<file path="config.mk">
export PLATFORM = sky130hd
export DESIGN_NAME = dac_voltage_frame_sequencer_top
export DESIGN_NICKNAME = d
export VERILOG_FILES = /design/src/sv/fsq_pkg.sv /design/src/sv/dac_voltage_frame_sequencer_top.sv /design/src/sv/fsq_front.sv /design/src/sv/fsq_queue.sv /design/src/sv/fsq_back.sv
export SDC_FILE = /design/constraint.sdc
export NUM_CORES = 1
export LEC_CHECK = 0
export BUFFER_PORTS_ARGS = -buffer_cell sky130_fd_sc_hd__buf_2
export CORE_MARGIN = 2
export CORE_UTILIZATION = 50
export DETAILED_ROUTE_END_ITERATION = 6
export HOLD_SLACK_MARGIN = 0.02
export PLACE_DENSITY = 0.66
export SLEW_MARGIN = 10
export SYNTH_ARGS = -nofsm -noshare
export SYNTH_HDL_FRONTEND = slang
export SYNTH_SLANG_ARGS = --single-unit
</file>
<file path="constraint.sdc">
create_clock -name clk_i -period 11.4 [get_ports clk_i]
set_clock_uncertainty 0.15 [all_clocks]
set_input_delay 2.28 -clock clk_i [delete_from_list [all_inputs] [get_ports clk_i]]
set_output_delay 2.28 -clock clk_i [all_outputs]
set_load 0.005 [all_outputs]
</file>
<file path="src/sv/fsq_pkg.sv">
package fsq_pkg;

  // Widths fixed by the item format.
  localparam int unsigned ChannelW   = 2;
  localparam int unsigned VoltageW   = 17;
  localparam int unsigned FrameW     = 24;
  localparam int unsigned CodeW      = 16;
  localparam int unsigned SpanCodeW  = 3;
  localparam int unsigned MaxChannels = 8;

  // Command queue between the front and the back.
  localparam int unsigned QueueDepth = 2;

  // Q4.12 limits: clamp at 10.799 V, span thresholds at 5 V and 10 V.
  localparam logic signed [VoltageW-1:0] VClampPos = 17'sd44232;
  localparam logic signed [VoltageW-1:0] VClampNeg = -17'sd44232;
  localparam logic [15:0] LimFive = 16'd20480;
  localparam logic [15:0] LimTen  = 16'd40960;

  // Span selectors and the range code that never matches a real span.
  localparam logic [1:0] Span5V   = 2'd0;
  localparam logic [1:0] Span10V  = 2'd1;
  localparam logic [1:0] Span10V8 = 2'd2;
  localparam logic [SpanCodeW-1:0] BipolarOffset = 3'd3;
  localparam logic [SpanCodeW-1:0] SpanInvalid   = 3'd7;

  // Reciprocals for exact division of a numerator below 2**21.
  localparam logic [21:0] Recip5  = 22'd3355444;  // ceil(2**24 / 5)
  localparam logic [21:0] Recip27 = 22'd2485514;  // ceil(2**26 / 27)
  localparam int unsigned Shift5  = 24;
  localparam int unsigned Shift27 = 26;

  // DAC register select codes and the load address.
  localparam logic [2:0] RegData     = 3'd0;
  localparam logic [2:0] RegRange    = 3'd1;
  localparam logic [2:0] RegPower    = 3'd2;
  localparam logic [2:0] RegCtrl     = 3'd3;
  localparam logic [2:0] CtrlLoadAdr = 3'd5;

  // One classified request, as handed from the front to the back.
  typedef struct packed {
    logic                   need_power;
    logic [MaxChannels-1:0] power_data;
    logic                   need_range;
    logic [SpanCodeW-1:0]   span_code;
    logic [ChannelW-1:0]    channel;
    logic [CodeW-1:0]       code;
  } cmd_t;

  typedef enum logic [3:0] {
    STEP_POWER = 4'b0001,
    STEP_RANGE = 4'b0010,
    STEP_DATA  = 4'b0100,
    STEP_LOAD  = 4'b1000
  } step_e;

  function automatic logic [FrameW-1:0] make_frame(logic [2:0] reg_sel, logic [2:0] addr,
                                                   logic [CodeW-1:0] data);
    return {2'b00, reg_sel, addr, data};
  endfunction

endpackage

</file>
<file path="src/sv/dac_voltage_frame_sequencer_top.sv">
// Command sequencer for a quad bipolar DAC. Each input word carries a channel
// number and a signed Q4.12 target voltage; the block clamps the voltage to
// +/-10.799 V, picks the smallest span that holds it (5 V, 10 V or 10.8 V),
// converts it to a 16-bit code (straight binary for zero and positive values,
// two's complement for negative ones) and emits the 24-bit serial command
// words for it: a power-on word if the channel is still off, a range word if
// the channel's span or polarity changes, the data word and finally the load
// word, which is flagged with tlast. A request for a channel at or beyond
// CHANNEL_COUNT is accepted and dropped without output. The front end
// classifies a word and updates the channel state in the cycle it is taken,
// computes the code in the next cycle and places the finished command in a
// two-entry queue; the back end turns one command into two to four output
// words, one per cycle while the output is not stalled, through an output
// register, so the sustained request rate is set by the number of words each
// request produces. The input keeps taking words while the queue has room,
// also while earlier requests are still being sent. The first word of a
// request passes through the stage register, the queue and the output
// register before it is presented on the output.
module dac_voltage_frame_sequencer_top #(
  parameter int unsigned CHANNEL_COUNT = 4
) (
  input  logic        clk_i,
  input  logic        rst_ni,
  input  logic        s_axis_tvalid_i,
  output logic        s_axis_tready_o,
  input  logic [23:0] s_axis_tdata_i,   // [1:0] channel, [18:2] target_voltage, [23:19] zero
  output logic        m_axis_tvalid_o,
  input  logic        m_axis_tready_i,
  output logic [23:0] m_axis_tdata_o,   // [23:0] serial_frame
  output logic        m_axis_tlast_o    // last_frame
);
  import fsq_pkg::*;

  logic                        push_valid;
  logic                        push_ready;
  cmd_t                        push_cmd;
  logic                        cmd_valid;
  logic                        cmd_pop;
  cmd_t                        cmd;
  logic [ChannelW-1:0]         in_channel;
  logic signed [VoltageW-1:0]  in_voltage;

  assign in_channel = s_axis_tdata_i[ChannelW-1:0];
  assign in_voltage = s_axis_tdata_i[ChannelW+VoltageW-1:ChannelW];

  fsq_front #(
    .CHANNEL_COUNT(CHANNEL_COUNT)
  ) u_front (
    .clk_i       (clk_i),
    .rst_ni      (rst_ni),
    .in_valid_i  (s_axis_tvalid_i),
    .in_ready_o  (s_axis_tready_o),
    .in_channel_i(in_channel),
    .in_voltage_i(in_voltage),
    .push_valid_o(push_valid),
    .push_ready_i(push_ready),
    .push_cmd_o  (push_cmd)
  );

  fsq_queue u_queue (
    .clk_i       (clk_i),
    .rst_ni      (rst_ni),
    .push_valid_i(push_valid),
    .push_ready_o(push_ready),
    .push_cmd_i  (push_cmd),
    .pop_valid_o (cmd_valid),
    .pop_ready_i (cmd_pop),
    .pop_cmd_o   (cmd)
  );

  fsq_back u_back (
    .clk_i      (clk_i),
    .rst_ni     (rst_ni),
    .cmd_valid_i(cmd_valid),
    .cmd_pop_o  (cmd_pop),
    .cmd_i      (cmd),
    .out_valid_o(m_axis_tvalid_o),
    .out_ready_i(m_axis_tready_i),
    .out_frame_o(m_axis_tdata_o),
    .out_last_o (m_axis_tlast_o)
  );

endmodule

</file>
<file path="src/sv/fsq_front.sv">
module fsq_front #(
  parameter int unsigned CHANNEL_COUNT = 4
) (
  input  logic                                   clk_i,
  input  logic                                   rst_ni,
  input  logic                                   in_valid_i,
  output logic                                   in_ready_o,
  input  logic [fsq_pkg::ChannelW-1:0]           in_channel_i,
  input  logic signed [fsq_pkg::VoltageW-1:0]    in_voltage_i,
  output logic                                   push_valid_o,
  input  logic                                   push_ready_i,
  output fsq_pkg::cmd_t                          push_cmd_o
);
  import fsq_pkg::*;

  localparam int unsigned ChIdxW = (CHANNEL_COUNT > 1) ? $clog2(CHANNEL_COUNT) : 1;

  // Classification of the incoming word.
  logic                        in_accept;
  logic                        ch_ok;
  logic [ChIdxW+1:0]           ch_ext;
  logic [ChIdxW-1:0]           ch_idx;
  logic [CHANNEL_COUNT-1:0]    ch_bit;
  logic signed [VoltageW-1:0]  x_clamp;
  logic                        neg;
  logic [15:0]                 mag;
  logic [1:0]                  span;
  logic [SpanCodeW-1:0]        span_code;

  // Channel state.
  logic [CHANNEL_COUNT-1:0]    powered_q, powered_d;
  logic [SpanCodeW-1:0]        span_q [CHANNEL_COUNT];

  // Stage register between classification and code arithmetic.
  logic                        s1_valid_q, s1_valid_d;
  logic [ChannelW-1:0]         s1_ch_q;
  logic [15:0]                 s1_mag_q;
  logic                        s1_neg_q;
  logic [1:0]                  s1_span_q;
  logic                        s1_need_power_q;
  logic [MaxChannels-1:0]      s1_power_data_q;
  logic                        s1_need_range_q;
  logic [SpanCodeW-1:0]        s1_span_code_q;

  // Code arithmetic.
  logic [20:0]                 num_u;
  logic [20:0]                 num;
  logic [21:0]                 recip;
  logic [42:0]                 prod;
  logic [42:0]                 q_full;
  logic [16:0]                 q;
  logic [16:0]                 q_neg;
  logic [CodeW-1:0]            code;

  assign in_ready_o = !s1_valid_q || push_ready_i;
  assign in_accept  = in_valid_i && in_ready_o;

  always_comb begin
    ch_ok  = (32'(in_channel_i) < CHANNEL_COUNT);
    ch_ext = (ChIdxW + 2)'(in_channel_i);
    ch_idx = ch_ext[ChIdxW-1:0];
    ch_bit = '0;
    ch_bit[ch_idx] = 1'b1;

    if (in_voltage_i > VClampPos) begin
      x_clamp = VClampPos;
    end else if (in_voltage_i < VClampNeg) begin
      x_clamp = VClampNeg;
    end else begin
      x_clamp = in_voltage_i;
    end
    neg = x_clamp[VoltageW-1];
    mag = neg ? 16'(-x_clamp) : 16'(x_clamp);

    if (mag > LimTen) begin
      span = Span10V8;
    end else if (mag > LimFive) begin
      span = Span10V;
    end else begin
      span = Span5V;
    end
    span_code = {1'b0, span} + (neg ? BipolarOffset : 3'd0);
    powered_d = powered_q | ch_bit;
  end

  always_ff @(posedge clk_i or negedge rst_ni) begin
    if (!rst_ni) begin
      powered_q <= '0;
      for (int i = 0; i < CHANNEL_COUNT; i++) begin
        span_q[i] <= SpanInvalid;
      end
    end else if (in_accept && ch_ok) begin
      powered_q      <= powered_d;
      span_q[ch_idx] <= span_code;
    end
  end

  always_comb begin
    s1_valid_d = s1_valid_q;
    if (in_ready_o) begin
      s1_valid_d = in_valid_i && ch_ok;
    end
  end

  always_ff @(posedge clk_i or negedge rst_ni) begin
    if (!rst_ni) begin
      s1_valid_q <= 1'b0;
    end else begin
      s1_valid_q <= s1_valid_d;
    end
  end

  always_ff @(posedge clk_i) begin
    if (in_accept && ch_ok) begin
      s1_ch_q         <= in_channel_i;
      s1_mag_q        <= mag;
      s1_neg_q        <= neg;
      s1_span_q       <= span;
      s1_need_power_q <= !powered_q[ch_idx];
      s1_power_data_q <= MaxChannels'(powered_d);
      s1_need_range_q <= (span_q[ch_idx] != span_code);
      s1_span_code_q  <= span_code;
    end
  end

  // Unipolar numerator is 16, 8 or 40 times the magnitude; bipolar is half.
  always_comb begin
    unique case (s1_span_q)
      Span5V:   num_u = {s1_mag_q, 5'b0} >> 1;
      Span10V:  num_u = {2'b0, s1_mag_q, 3'b0};
      Span10V8: num_u = {s1_mag_q, 5'b0} + {2'b0, s1_mag_q, 3'b0};
      default:  num_u = '0;
    endcase
    num   = s1_neg_q ? (num_u >> 1) : num_u;
    recip = (s1_span_q == Span10V8) ? Recip27 : Recip5;
    prod  = 43'(num) * 43'(recip);
    q_full = (s1_span_q == Span10V8) ? (prod >> Shift27) : (prod >> Shift5);
    q      = q_full[16:0];
    q_neg  = 17'd0 - q;
    if (s1_neg_q) begin
      code = q_neg[CodeW-1:0];
    end else if (q[16]) begin
      code = '1;
    end else begin
      code = q[CodeW-1:0];
    end
  end

  assign push_valid_o          = s1_valid_q;
  assign push_cmd_o.need_power = s1_need_power_q;
  assign push_cmd_o.power_data = s1_power_data_q;
  assign push_cmd_o.need_range = s1_need_range_q;
  assign push_cmd_o.span_code  = s1_span_code_q;
  assign push_cmd_o.channel    = s1_ch_q;
  assign push_cmd_o.code       = code;

endmodule

</file>
<file path="src/sv/fsq_queue.sv">
module fsq_queue (
  input  logic          clk_i,
  input  logic          rst_ni,
  input  logic          push_valid_i,
  output logic          push_ready_o,
  input  fsq_pkg::cmd_t push_cmd_i,
  output logic          pop_valid_o,
  input  logic          pop_ready_i,
  output fsq_pkg::cmd_t pop_cmd_o
);
  import fsq_pkg::*;

  localparam int unsigned PtrW = (QueueDepth > 1) ? $clog2(QueueDepth) : 1;

  cmd_t            entry_q [QueueDepth];
  logic [PtrW-1:0] wr_ptr_q, wr_ptr_d;
  logic [PtrW-1:0] rd_ptr_q, rd_ptr_d;
  logic [PtrW:0]   count_q, count_d;
  logic            do_push, do_pop;

  assign push_ready_o = (32'(count_q) < QueueDepth);
  assign pop_valid_o  = (count_q != '0);
  assign do_push      = push_valid_i && push_ready_o;
  assign do_pop       = pop_valid_o && pop_ready_i;
  assign pop_cmd_o    = entry_q[rd_ptr_q];

  always_comb begin
    wr_ptr_d = wr_ptr_q;
    rd_ptr_d = rd_ptr_q;
    if (do_push) begin
      wr_ptr_d = (32'(wr_ptr_q) == QueueDepth - 1) ? '0 : wr_ptr_q + 1'b1;
    end
    if (do_pop) begin
      rd_ptr_d = (32'(rd_ptr_q) == QueueDepth - 1) ? '0 : rd_ptr_q + 1'b1;
    end
    count_d = count_q + (PtrW + 1)'(do_push) - (PtrW + 1)'(do_pop);
  end

  always_ff @(posedge clk_i or negedge rst_ni) begin
    if (!rst_ni) begin
      wr_ptr_q <= '0;
      rd_ptr_q <= '0;
      count_q  <= '0;
    end else begin
      wr_ptr_q <= wr_ptr_d;
      rd_ptr_q <= rd_ptr_d;
      count_q  <= count_d;
    end
  end

  always_ff @(posedge clk_i) begin
    if (do_push) begin
      entry_q[wr_ptr_q] <= push_cmd_i;
    end
  end

endmodule

</file>
<file path="src/sv/fsq_back.sv">
module fsq_back (
  input  logic                          clk_i,
  input  logic                          rst_ni,
  input  logic                          cmd_valid_i,
  output logic                          cmd_pop_o,
  input  fsq_pkg::cmd_t                 cmd_i,
  output logic                          out_valid_o,
  input  logic                          out_ready_i,
  output logic [fsq_pkg::FrameW-1:0]    out_frame_o,
  output logic                          out_last_o
);
  import fsq_pkg::*;

  step_e              step_q, step_d;
  step_e              kind;
  logic               emit;
  logic [FrameW-1:0]  frame;
  logic [2:0]         addr;
  logic               out_valid_q, out_valid_d;
  logic [FrameW-1:0]  out_frame_q;
  logic               out_last_q;

  assign addr = 3'(cmd_i.channel);
  assign emit = cmd_valid_i && (!out_valid_q || out_ready_i);

  // Skip the power and range frames when the command does not need them.
  always_comb begin
    kind = step_q;
    if (kind == STEP_POWER && !cmd_i.need_power) begin
      kind = STEP_RANGE;
    end
    if (kind == STEP_RANGE && !cmd_i.need_range) begin
      kind = STEP_DATA;
    end

    frame  = make_frame(RegCtrl, CtrlLoadAdr, '0);
    step_d = step_q;
    unique case (kind)
      STEP_POWER: begin
        frame = make_frame(RegPower, 3'd0, CodeW'(cmd_i.power_data));
        if (emit) step_d = STEP_RANGE;
      end
      STEP_RANGE: begin
        frame = make_frame(RegRange, addr, CodeW'(cmd_i.span_code));
        if (emit) step_d = STEP_DATA;
      end
      STEP_DATA: begin
        frame = make_frame(RegData, addr, cmd_i.code);
        if (emit) step_d = STEP_LOAD;
      end
      STEP_LOAD: begin
        frame = make_frame(RegCtrl, CtrlLoadAdr, '0);
        if (emit) step_d = STEP_POWER;
      end
      default: begin
        step_d = STEP_POWER;
      end
    endcase
  end

  assign cmd_pop_o = emit && (kind == STEP_LOAD);

  always_comb begin
    out_valid_d = out_valid_q;
    if (emit) begin
      out_valid_d = 1'b1;
    end else if (out_ready_i) begin
      out_valid_d = 1'b0;
    end
  end

  always_ff @(posedge clk_i or negedge rst_ni) begin
    if (!rst_ni) begin
      step_q      <= STEP_POWER;
      out_valid_q <= 1'b0;
    end else begin
      step_q      <= step_d;
      out_valid_q <= out_valid_d;
    end
  end

  always_ff @(posedge clk_i) begin
    if (emit) begin
      out_frame_q <= frame;
      out_last_q  <= (kind == STEP_LOAD);
    end
  end

  assign out_valid_o = out_valid_q;
  assign out_frame_o = out_frame_q;
  assign out_last_o  = out_last_q;

endmodule

</file>
==> impl_metrics.xml, run 1 <==
<?xml version="1.0" encoding="UTF-8"?>
<metrics>
  <group name="layout">
    <metric name="diodes" unit="">0</metric>
    <metric name="layout-drive-gt1-share" unit="%">8.97</metric>
    <metric name="finalInstanceArea" unit="sq mm">0.0193</metric>
    <metric name="fin_nets" unit="">2309</metric>
    <metric name="area.growth.synth_to_final" unit="%">7.47</metric>
  </group>
  <group name="global_routing">
    <metric name="antenna_found_initial" unit="">1</metric>
    <metric name="global_route_wire_length_before_repair" unit="um">66000</metric>
    <metric name="global_route_usage_over_all_layers" unit="%">22.0</metric>
    <metric name="grt_max_degree" unit="">50</metric>
    <metric name="first_global_vias" unit="">13200</metric>
    <metric name="grt_overflow_total" unit="">0</metric>
  </group>
  <group name="cts">
    <metric name="cts-buffers-inserted" unit="">17</metric>
    <metric name="numClockSinks" unit="">132</metric>
    <metric name="root_buffer" unit="">sky130_fd_sc_hd__clkbuf_16</metric>
    <metric name="cts-htree-levels" unit="">4</metric>
    <metric name="cts.clk_slew.worst_paths" unit="ps">70</metric>
    <metric name="cts_tree" unit="">done</metric>
    <metric name="post-cts-setup-buffers" unit="">0</metric>
    <metric name="clock_insertion_delay_worst_skew" unit="ps">440</metric>
    <metric name="cts-root-to-sink-buffers" unit="">2</metric>
    <metric name="cts-hold-fix-buffers" unit="">0</metric>
    <metric name="postCtsResizedCells" unit="">0</metric>
  </group>
  <group name="status">
    <metric name="outcome" unit="">finished, final reports clean</metric>
  </group>
  <group name="timing">
    <metric name="holdWs" unit="ps">296</metric>
    <metric name="grt_setup_unrepaired" unit="">no</metric>
    <metric name="worst_pin_slew" unit="ps">1110</metric>
    <metric name="min_period_over_period" unit="%">93.8</metric>
    <metric name="timing.slew.headroom" unit="%">25.3</metric>
    <metric name="setup-violations-final" unit="">0</metric>
    <metric name="fin_setup_tns" unit="ps">0</metric>
    <metric name="final.min_clock_period" unit="ps">10690</metric>
    <metric name="final_hold_viol_count" unit="">0</metric>
    <metric name="fin_max_slew_vios" unit="">0</metric>
    <metric name="setup_slack" unit="ps">712</metric>
    <metric name="max_freq" unit="GHz">0.0936</metric>
  </group>
  <group name="job">
    <metric name="cap_viol_max_count" unit="">0</metric>
  </group>
  <group name="yosys">
    <metric name="yosys.area.top_type_share" unit="%">25.7</metric>
    <metric name="synthesis.area_per_instance" unit="sq um">10.0</metric>
    <metric name="synth_seq_cells" unit="">132</metric>
    <metric name="share_of_flip_flops_with_an_asynchronous_set_or_reset_after_synthesis" unit="%">19.7</metric>
    <metric name="top_flip_flop_cell_by_instance_count_after_synthesis" unit="">sky130_fd_sc_hd__edfxtp_1</metric>
    <metric name="ys_top_cells_by_area" unit="">sky130_fd_sc_hd__fa_1 (26%), sky130_fd_sc_hd__edfxtp_1 (18%), sky130_fd_sc_hd__ha_1 (16%)</metric>
    <metric name="netlist_area" unit="sq mm">0.0179</metric>
    <metric name="synth_cells" unit="">1793</metric>
    <metric name="yosysUniqueCellTypes" unit="">81</metric>
    <metric name="yosysSeqAreaShare" unit="%">21.5</metric>
    <metric name="synth_largest_area_cell" unit="">sky130_fd_sc_hd__fa_1</metric>
    <metric name="synth-edff-count" unit="">106</metric>
    <metric name="yosys.cell_count.top_type" unit="">sky130_fd_sc_hd__inv_1</metric>
    <metric name="ys.warnings.count" unit="">0</metric>
    <metric name="yosys-top-cells-count" unit="">sky130_fd_sc_hd__inv_1 (324), sky130_fd_sc_hd__ha_1 (236), sky130_fd_sc_hd__fa_1 (230)</metric>
  </group>
  <group name="die">
    <metric name="row_cnt" unit="">69</metric>
    <metric name="initial_core_util" unit="%">50.6</metric>
    <metric name="chipWidth" unit="um">193</metric>
    <metric name="core_region_area" unit="sq mm">0.0355</metric>
    <metric name="die_y" unit="um">193</metric>
    <metric name="io_pins" unit="">55</metric>
    <metric name="die_area" unit="sq mm">0.0374</metric>
  </group>
  <group name="critical_path">
    <metric name="critical_path_peak_fanout" unit="">6</metric>
    <metric name="critical_path_arrival" unit="ps">10680</metric>
    <metric name="timing.critical_path.to_type" unit="">flop</metric>
    <metric name="critPathBufInv" unit="">3</metric>
    <metric name="worst-endpoint-required" unit="ps">11390</metric>
    <metric name="crit_path_top_delay_cell" unit="">sky130_fd_sc_hd__fa_1</metric>
    <metric name="setup.worst_path.start_class" unit="">flop</metric>
    <metric name="timing.setup.critical_path_class" unit="">flop to flop</metric>
    <metric name="critPathTopFamily" unit="">adder cells</metric>
    <metric name="worst_path_largest_cell_delay" unit="ps">540</metric>
    <metric name="r2r_setup_slack" unit="ps">710</metric>
  </group>
  <group name="place">
    <metric name="dpl_cell_area" unit="sq mm">0.0186</metric>
    <metric name="globalplace.congestion" unit="">0.933</metric>
    <metric name="port_buffers" unit="">46</metric>
    <metric name="dpl.hpwl" unit="um">32400</metric>
    <metric name="preCtsSetupSlack" unit="ps">493</metric>
  </group>
  <group name="routing">
    <metric name="drc" unit="">0</metric>
    <metric name="drt_first_pass_iters" unit="">5</metric>
    <metric name="initialDrtViolationCount" unit="">657</metric>
    <metric name="viasPerCell" unit="">5.43</metric>
    <metric name="drtAntennaViolNets" unit="">0</metric>
    <metric name="wire_per_inst" unit="um">17.2</metric>
    <metric name="wirelength" unit="um">39400</metric>
    <metric name="via_count" unit="">12400</metric>
  </group>
  <group name="min_path">
    <metric name="min_path_type" unit="">flop to flop</metric>
  </group>
</metrics>
## logic make-up (layout without fill, tap and decap cells)
family	Yosys count	in the layout	synth area share (%)
other	2	22	0.0419
buffers and inverters	404	419	8.58
and+or+nand+nor	396	396	10.8
muxes	72	72	4.51
DFF	132	132	21.5
adders and majority gates	466	466	42.1
AOI/OAI and AO/OA	275	275	10.2
xor gates and xnor gates	46	46	2.25
## stage by stage
| step | util [%] | cells |
|---|---|---|
| final | 54.3 | 2289 |
| after global routing | 54.3 | 2289 |
| after CTS | 54.2 | 2289 |
| after detailed placement | 52.5 | 2257 |
| after global placement | 52.5 | 2257 |
| after floorplan | - | 1813 |
## final cells by class
cell class                      instances  area (sq um)
Clock buffer                           17           425
Clock inverter                         15           183
Fill cell                            3103         16200
Inverter                              324          1220
Multi-Input combinational cell       1277         12700
Sequential cell                       132          3850
Tap cell                              461           577
Timing Repair Buffer                   63           358
## path summary, 6_finish.rpt
| kind | cells past startpoint | endpoint | startpoint |
|---|---|---|---|
| setup / recovery | 37 | u_queue.entry_q[0][12] | u_front.s1_mag_q[3] |
| hold / removal | 0 | u_queue.entry_q[1][26] | u_front.s1_need_power_q |
| setup reg to reg | 37 | u_queue.entry_q[0][12] | u_front.s1_mag_q[3] |
| hold reg to reg | 0 | u_queue.entry_q[1][26] | u_front.s1_need_power_q |
| max in group asynchronous | 1 | u_front.span_q[6] | rst_ni |
| min in group asynchronous | 1 | u_front.powered_q[2] | rst_ni |
## layout by cell type (no fill, tap or decap), drive strengths merged, types with 11 or more instances in the layout
master	instances
buf	63
dfrtp	13
inv	333
o21ai	63
ha	236
nand2	106
a31oi	11
xor2	19
mux2	27
dfstp	13
and3	12
nand4	15
fa	230
a21o	23
xnor2	27
mux2i	41
a21oi	79
nand3	24
nand2b	26
nor3	45
conb	22
nor2b	19
nor2	99
edfxtp	106
clkbuf	17
## metal layers
| layer | routed length (um) | vias to the layer above | track usage [%] |
|---|---|---|---|
| met5 | 0 | - | 0 |
| li1 | - | 6043 | - |
| met3 | 1590 | 55 | 3.23 |
| met2 | 19600 | 253 | 39.2 |
| met1 | 17200 | 6086 | 27.5 |
| met4 | 1010 | 0 | 6.90 |
## flip-flops by register name, indices dropped and copies added, names as in the netlist, 2 cells and up
register and cells:
u_back.out_frame_o 21, u_queue.entry_q 54, u_back.step_q 4, u_front.span_q 12, u_front.s1_mag_q 16, u_front.powered_q 4, u_front.s1_ch_q 2, u_front.s1_power_data_q 4
u_front.s1_span_q 2, u_queue.count_q 2, u_front.s1_span_code_q 3
Power of run 1 is not shown: default switching activity piles up to over one toggle a cycle in this logic, so the estimate is an artifact.
==> run 2: changes to the inputs <==
--- a/config.mk
+++ b/config.mk
@@ -5,7 +5,9 @@
 export SDC_FILE = /design/constraint.sdc
 export NUM_CORES = 1
 export LEC_CHECK = 0
+export ABC_AREA = 1
 export BUFFER_PORTS_ARGS = -buffer_cell sky130_fd_sc_hd__buf_2
+export CORE_ASPECT_RATIO = 0.6
 export CORE_MARGIN = 2
 export CORE_UTILIZATION = 50
 export DETAILED_ROUTE_END_ITERATION = 6
@@ -14,4 +16,5 @@
 export SLEW_MARGIN = 10
 export SYNTH_ARGS = -nofsm -noshare
 export SYNTH_HDL_FRONTEND = slang
+export SYNTH_HIERARCHICAL = 1
 export SYNTH_SLANG_ARGS = --single-unit
==> impl_metrics.xml, run 2 <==
<?xml version="1.0" encoding="UTF-8"?>
<metrics>
  <group name="critical_path">
    <metric name="worst-endpoint-required" unit="ps">11430</metric>
    <metric name="setup.worst_path.start_class" unit="">flop</metric>
    <metric name="timing.setup.critical_path_class" unit="">flop to flop</metric>
    <metric name="r2r_setup_slack" unit="ps">1710</metric>
    <metric name="worst_r2r_path_depth" unit="">41</metric>
    <metric name="critPathBufInv" unit="">5</metric>
    <metric name="startpoint" unit="">u_front/s1_mag_q[2]</metric>
    <metric name="timing.critical_path.to_type" unit="">flop</metric>
    <metric name="critPathTopFamily" unit="">adder cells</metric>
    <metric name="r2r-end" unit="">u_queue/entry_q[1][11]</metric>
    <metric name="critical_path_arrival" unit="ps">9720</metric>
    <metric name="critical_path_peak_fanout" unit="">9</metric>
    <metric name="worst_path_largest_cell_delay" unit="ps">690</metric>
    <metric name="critical_path.most_common_cell" unit="">sky130_fd_sc_hd__nand2_1</metric>
    <metric name="reg2reg_from" unit="">u_front/s1_mag_q[2]</metric>
    <metric name="worstSetupEndpoint" unit="">u_queue/entry_q[1][11]</metric>
    <metric name="crit_path_top_delay_cell" unit="">sky130_fd_sc_hd__fa_1</metric>
    <metric name="worstSetupPathDepth" unit="">41</metric>
  </group>
  <group name="global_routing">
    <metric name="grt_overflow_total" unit="">0</metric>
    <metric name="global_route_wire_length_before_repair" unit="um">78400</metric>
    <metric name="global_route_usage_over_all_layers" unit="%">25.4</metric>
    <metric name="grt_max_degree" unit="">56</metric>
    <metric name="antenna_found_initial" unit="">0</metric>
    <metric name="first_global_vias" unit="">14700</metric>
  </group>
  <group name="die">
    <metric name="row_cnt" unit="">55</metric>
    <metric name="io_pins" unit="">55</metric>
    <metric name="initial_core_util" unit="%">50.7</metric>
    <metric name="core_region_area" unit="sq mm">0.0376</metric>
    <metric name="die_area" unit="sq mm">0.0397</metric>
    <metric name="chipWidth" unit="um">256</metric>
    <metric name="die_y" unit="um">155</metric>
  </group>
  <group name="yosys">
    <metric name="yosys-top-cells-count" unit="">sky130_fd_sc_hd__nand2_1 (503), sky130_fd_sc_hd__inv_1 (498), sky130_fd_sc_hd__ha_1 (235)</metric>
    <metric name="synthesis.area_per_instance" unit="sq um">8.27</metric>
    <metric name="share_of_flip_flops_with_an_asynchronous_set_or_reset_after_synthesis" unit="%">18.6</metric>
    <metric name="netlist_area" unit="sq mm">0.0190</metric>
    <metric name="synth_cells" unit="">2301</metric>
    <metric name="ys.warnings.count" unit="">6</metric>
    <metric name="synth-edff-count" unit="">114</metric>
    <metric name="yosysSeqAreaShare" unit="%">21.5</metric>
    <metric name="synth_largest_area_cell" unit="">sky130_fd_sc_hd__fa_1</metric>
    <metric name="yosys.cell_count.top_type" unit="">sky130_fd_sc_hd__nand2_1</metric>
    <metric name="yosys.area.top_type_share" unit="%">24.2</metric>
    <metric name="ys_top_cells_by_area" unit="">sky130_fd_sc_hd__fa_1 (24%), sky130_fd_sc_hd__edfxtp_1 (18%), sky130_fd_sc_hd__ha_1 (15%)</metric>
    <metric name="synth_seq_cells" unit="">140</metric>
    <metric name="yosysUniqueCellTypes" unit="">55</metric>
    <metric name="top_flip_flop_cell_by_instance_count_after_synthesis" unit="">sky130_fd_sc_hd__edfxtp_1</metric>
  </group>
  <group name="timing">
    <metric name="worst_pin_slew" unit="ps">1090</metric>
    <metric name="fin_setup_tns" unit="ps">0</metric>
    <metric name="holdWs" unit="ps">295</metric>
    <metric name="fin_max_slew_vios" unit="">0</metric>
    <metric name="final_hold_viol_count" unit="">0</metric>
    <metric name="grt_setup_unrepaired" unit="">no</metric>
    <metric name="timing.slew.headroom" unit="%">27.1</metric>
    <metric name="min_period_over_period" unit="%">85.0</metric>
    <metric name="max_freq" unit="GHz">0.103</metric>
    <metric name="final.min_clock_period" unit="ps">9690</metric>
    <metric name="setup-violations-final" unit="">0</metric>
  </group>
  <group name="routing">
    <metric name="initialDrtViolationCount" unit="">1305</metric>
    <metric name="wirelength" unit="um">49000</metric>
    <metric name="drc" unit="">0</metric>
    <metric name="wire_per_inst" unit="um">17.1</metric>
    <metric name="drtAntennaViolNets" unit="">0</metric>
    <metric name="drt_first_pass_iters" unit="">5</metric>
    <metric name="viasPerCell" unit="">5.21</metric>
    <metric name="via_count" unit="">14900</metric>
  </group>
  <group name="cts">
    <metric name="cts.clk_slew.worst_paths" unit="ps">60</metric>
    <metric name="root_buffer" unit="">sky130_fd_sc_hd__clkbuf_16</metric>
    <metric name="post-cts-setup-buffers" unit="">0</metric>
    <metric name="clock_insertion_delay_worst_skew" unit="ps">430</metric>
    <metric name="postCtsResizedCells" unit="">0</metric>
    <metric name="numClockSinks" unit="">140</metric>
    <metric name="cts-buffers-inserted" unit="">17</metric>
    <metric name="cts-htree-levels" unit="">4</metric>
    <metric name="cts-hold-fix-buffers" unit="">0</metric>
    <metric name="cts-root-to-sink-buffers" unit="">2</metric>
    <metric name="cts_tree" unit="">done</metric>
  </group>
  <group name="place">
    <metric name="dpl.hpwl" unit="um">41900</metric>
    <metric name="globalplace.congestion" unit="">1.02</metric>
    <metric name="port_buffers" unit="">46</metric>
  </group>
  <group name="layout">
    <metric name="fillerInstances" unit="">3498</metric>
    <metric name="layout.core_utilization" unit="%">54.3</metric>
    <metric name="diodes" unit="">0</metric>
    <metric name="multiInputGateArea" unit="sq mm">0.0128</metric>
    <metric name="max_flop_register" unit="">u_queue/entry_q</metric>
    <metric name="fin_nets" unit="">2832</metric>
    <metric name="area.growth.synth_to_final" unit="%">7.23</metric>
    <metric name="layout-drive-gt1-share" unit="%">7.06</metric>
    <metric name="most_common_library_cell_in_the_layout_ignoring_fill_and_taps" unit="">sky130_fd_sc_hd__nand2_1</metric>
    <metric name="number_of_flip_flops_in_the_largest_register" unit="">62</metric>
    <metric name="regArea" unit="sq mm">0.00409</metric>
    <metric name="layout.cells.most_common_list" unit="">sky130_fd_sc_hd__nand2_1 (503), sky130_fd_sc_hd__inv_1 (498), sky130_fd_sc_hd__ha_1 (235)</metric>
  </group>
  <group name="job">
    <metric name="cap_viol_max_count" unit="">0</metric>
  </group>
  <group name="min_path">
    <metric name="hold_depth" unit="">0</metric>
    <metric name="min_path_type" unit="">flop to flop</metric>
  </group>
  <group name="status">
    <metric name="outcome" unit="">finished, final reports clean</metric>
  </group>
</metrics>
-- run 2: cell count changes in the layout (fill, tap and decap cells not counted), moves of 22 or more --
cell / delta
sky130_fd_sc_hd__nor2_1: +81
sky130_fd_sc_hd__nand3_1: +106
sky130_fd_sc_hd__nand2b_1: -26
sky130_fd_sc_hd__mux2_2: -26
sky130_fd_sc_hd__mux2i_1: -41
sky130_fd_sc_hd__nand2_1: +397
sky130_fd_sc_hd__xnor2_1: -22
sky130_fd_sc_hd__inv_1: +174
sky130_fd_sc_hd__nor3_1: -35
-- run 2: through the flow --
stage          std cells  setup WS [ps]  instance area [sq um]
2_1_floorplan       2324           3390                  19100
3_3_place_gp        2833           2040                  19800
3_5_place_dp        2833           1940                  19800
4_1_cts             2865           1870                  20400
5_1_grt             2865           1090                  20400
6_report            2865           1710                  20400
-- run 2: final cells by class --
| type | instances | share of cell area, % |
|---|---|---|
| Multi-Input combinational cell | 1611 | 62.9 |
| Sequential cell | 140 | 20.0 |
| Inverter | 513 | 9.44 |
| Tap cell | 513 | 3.15 |
| Clock buffer | 18 | 2.10 |
| Timing Repair Buffer | 56 | 1.50 |
| Clock inverter | 14 | 0.901 |
-- run 2: worst min-delay path by stage --
stage,slack [ps],start,to
3_3_place_gp,280,u_front/s1_power_data_q[1],u_queue/entry_q[1][23]
2_1_floorplan,270,u_front/s1_ch_q[0],u_queue/entry_q[0][16]
5_1_grt,310,u_front/s1_power_data_q[0],u_queue/entry_q[1][22]
3_5_place_dp,280,u_front/s1_span_code_q[2],u_queue/entry_q[0][20]
6_report,300,u_front/s1_span_code_q[2],u_queue/entry_q[0][20]
4_1_cts,300,u_front/s1_span_code_q[2],u_queue/entry_q[1][20]
-- run 2: cells by family (layout without fill, tap and decap cells) --
family                   Yosys count  in the layout  share of synthesized area, %
adder cells (fa/ha/maj)          465            465                          39.6
XOR/XNOR                          14             14                         0.684
AND/OR/NAND/NOR                  893            893                          19.8
other                              3             26                        0.0592
buffers and inverters            573            601                          11.7
flip-flops                       140            140                          21.5
AO/OA/AOI/OAI                    213            213                          6.63
-- run 2: layer usage --
metal	track usage [%]	routed length (um)
met1	40.2	25400
met2	34.1	18800
met3	8.13	4380
met4	3.59	403
met5	0	0
Power of run 2 is left out for the same reason.
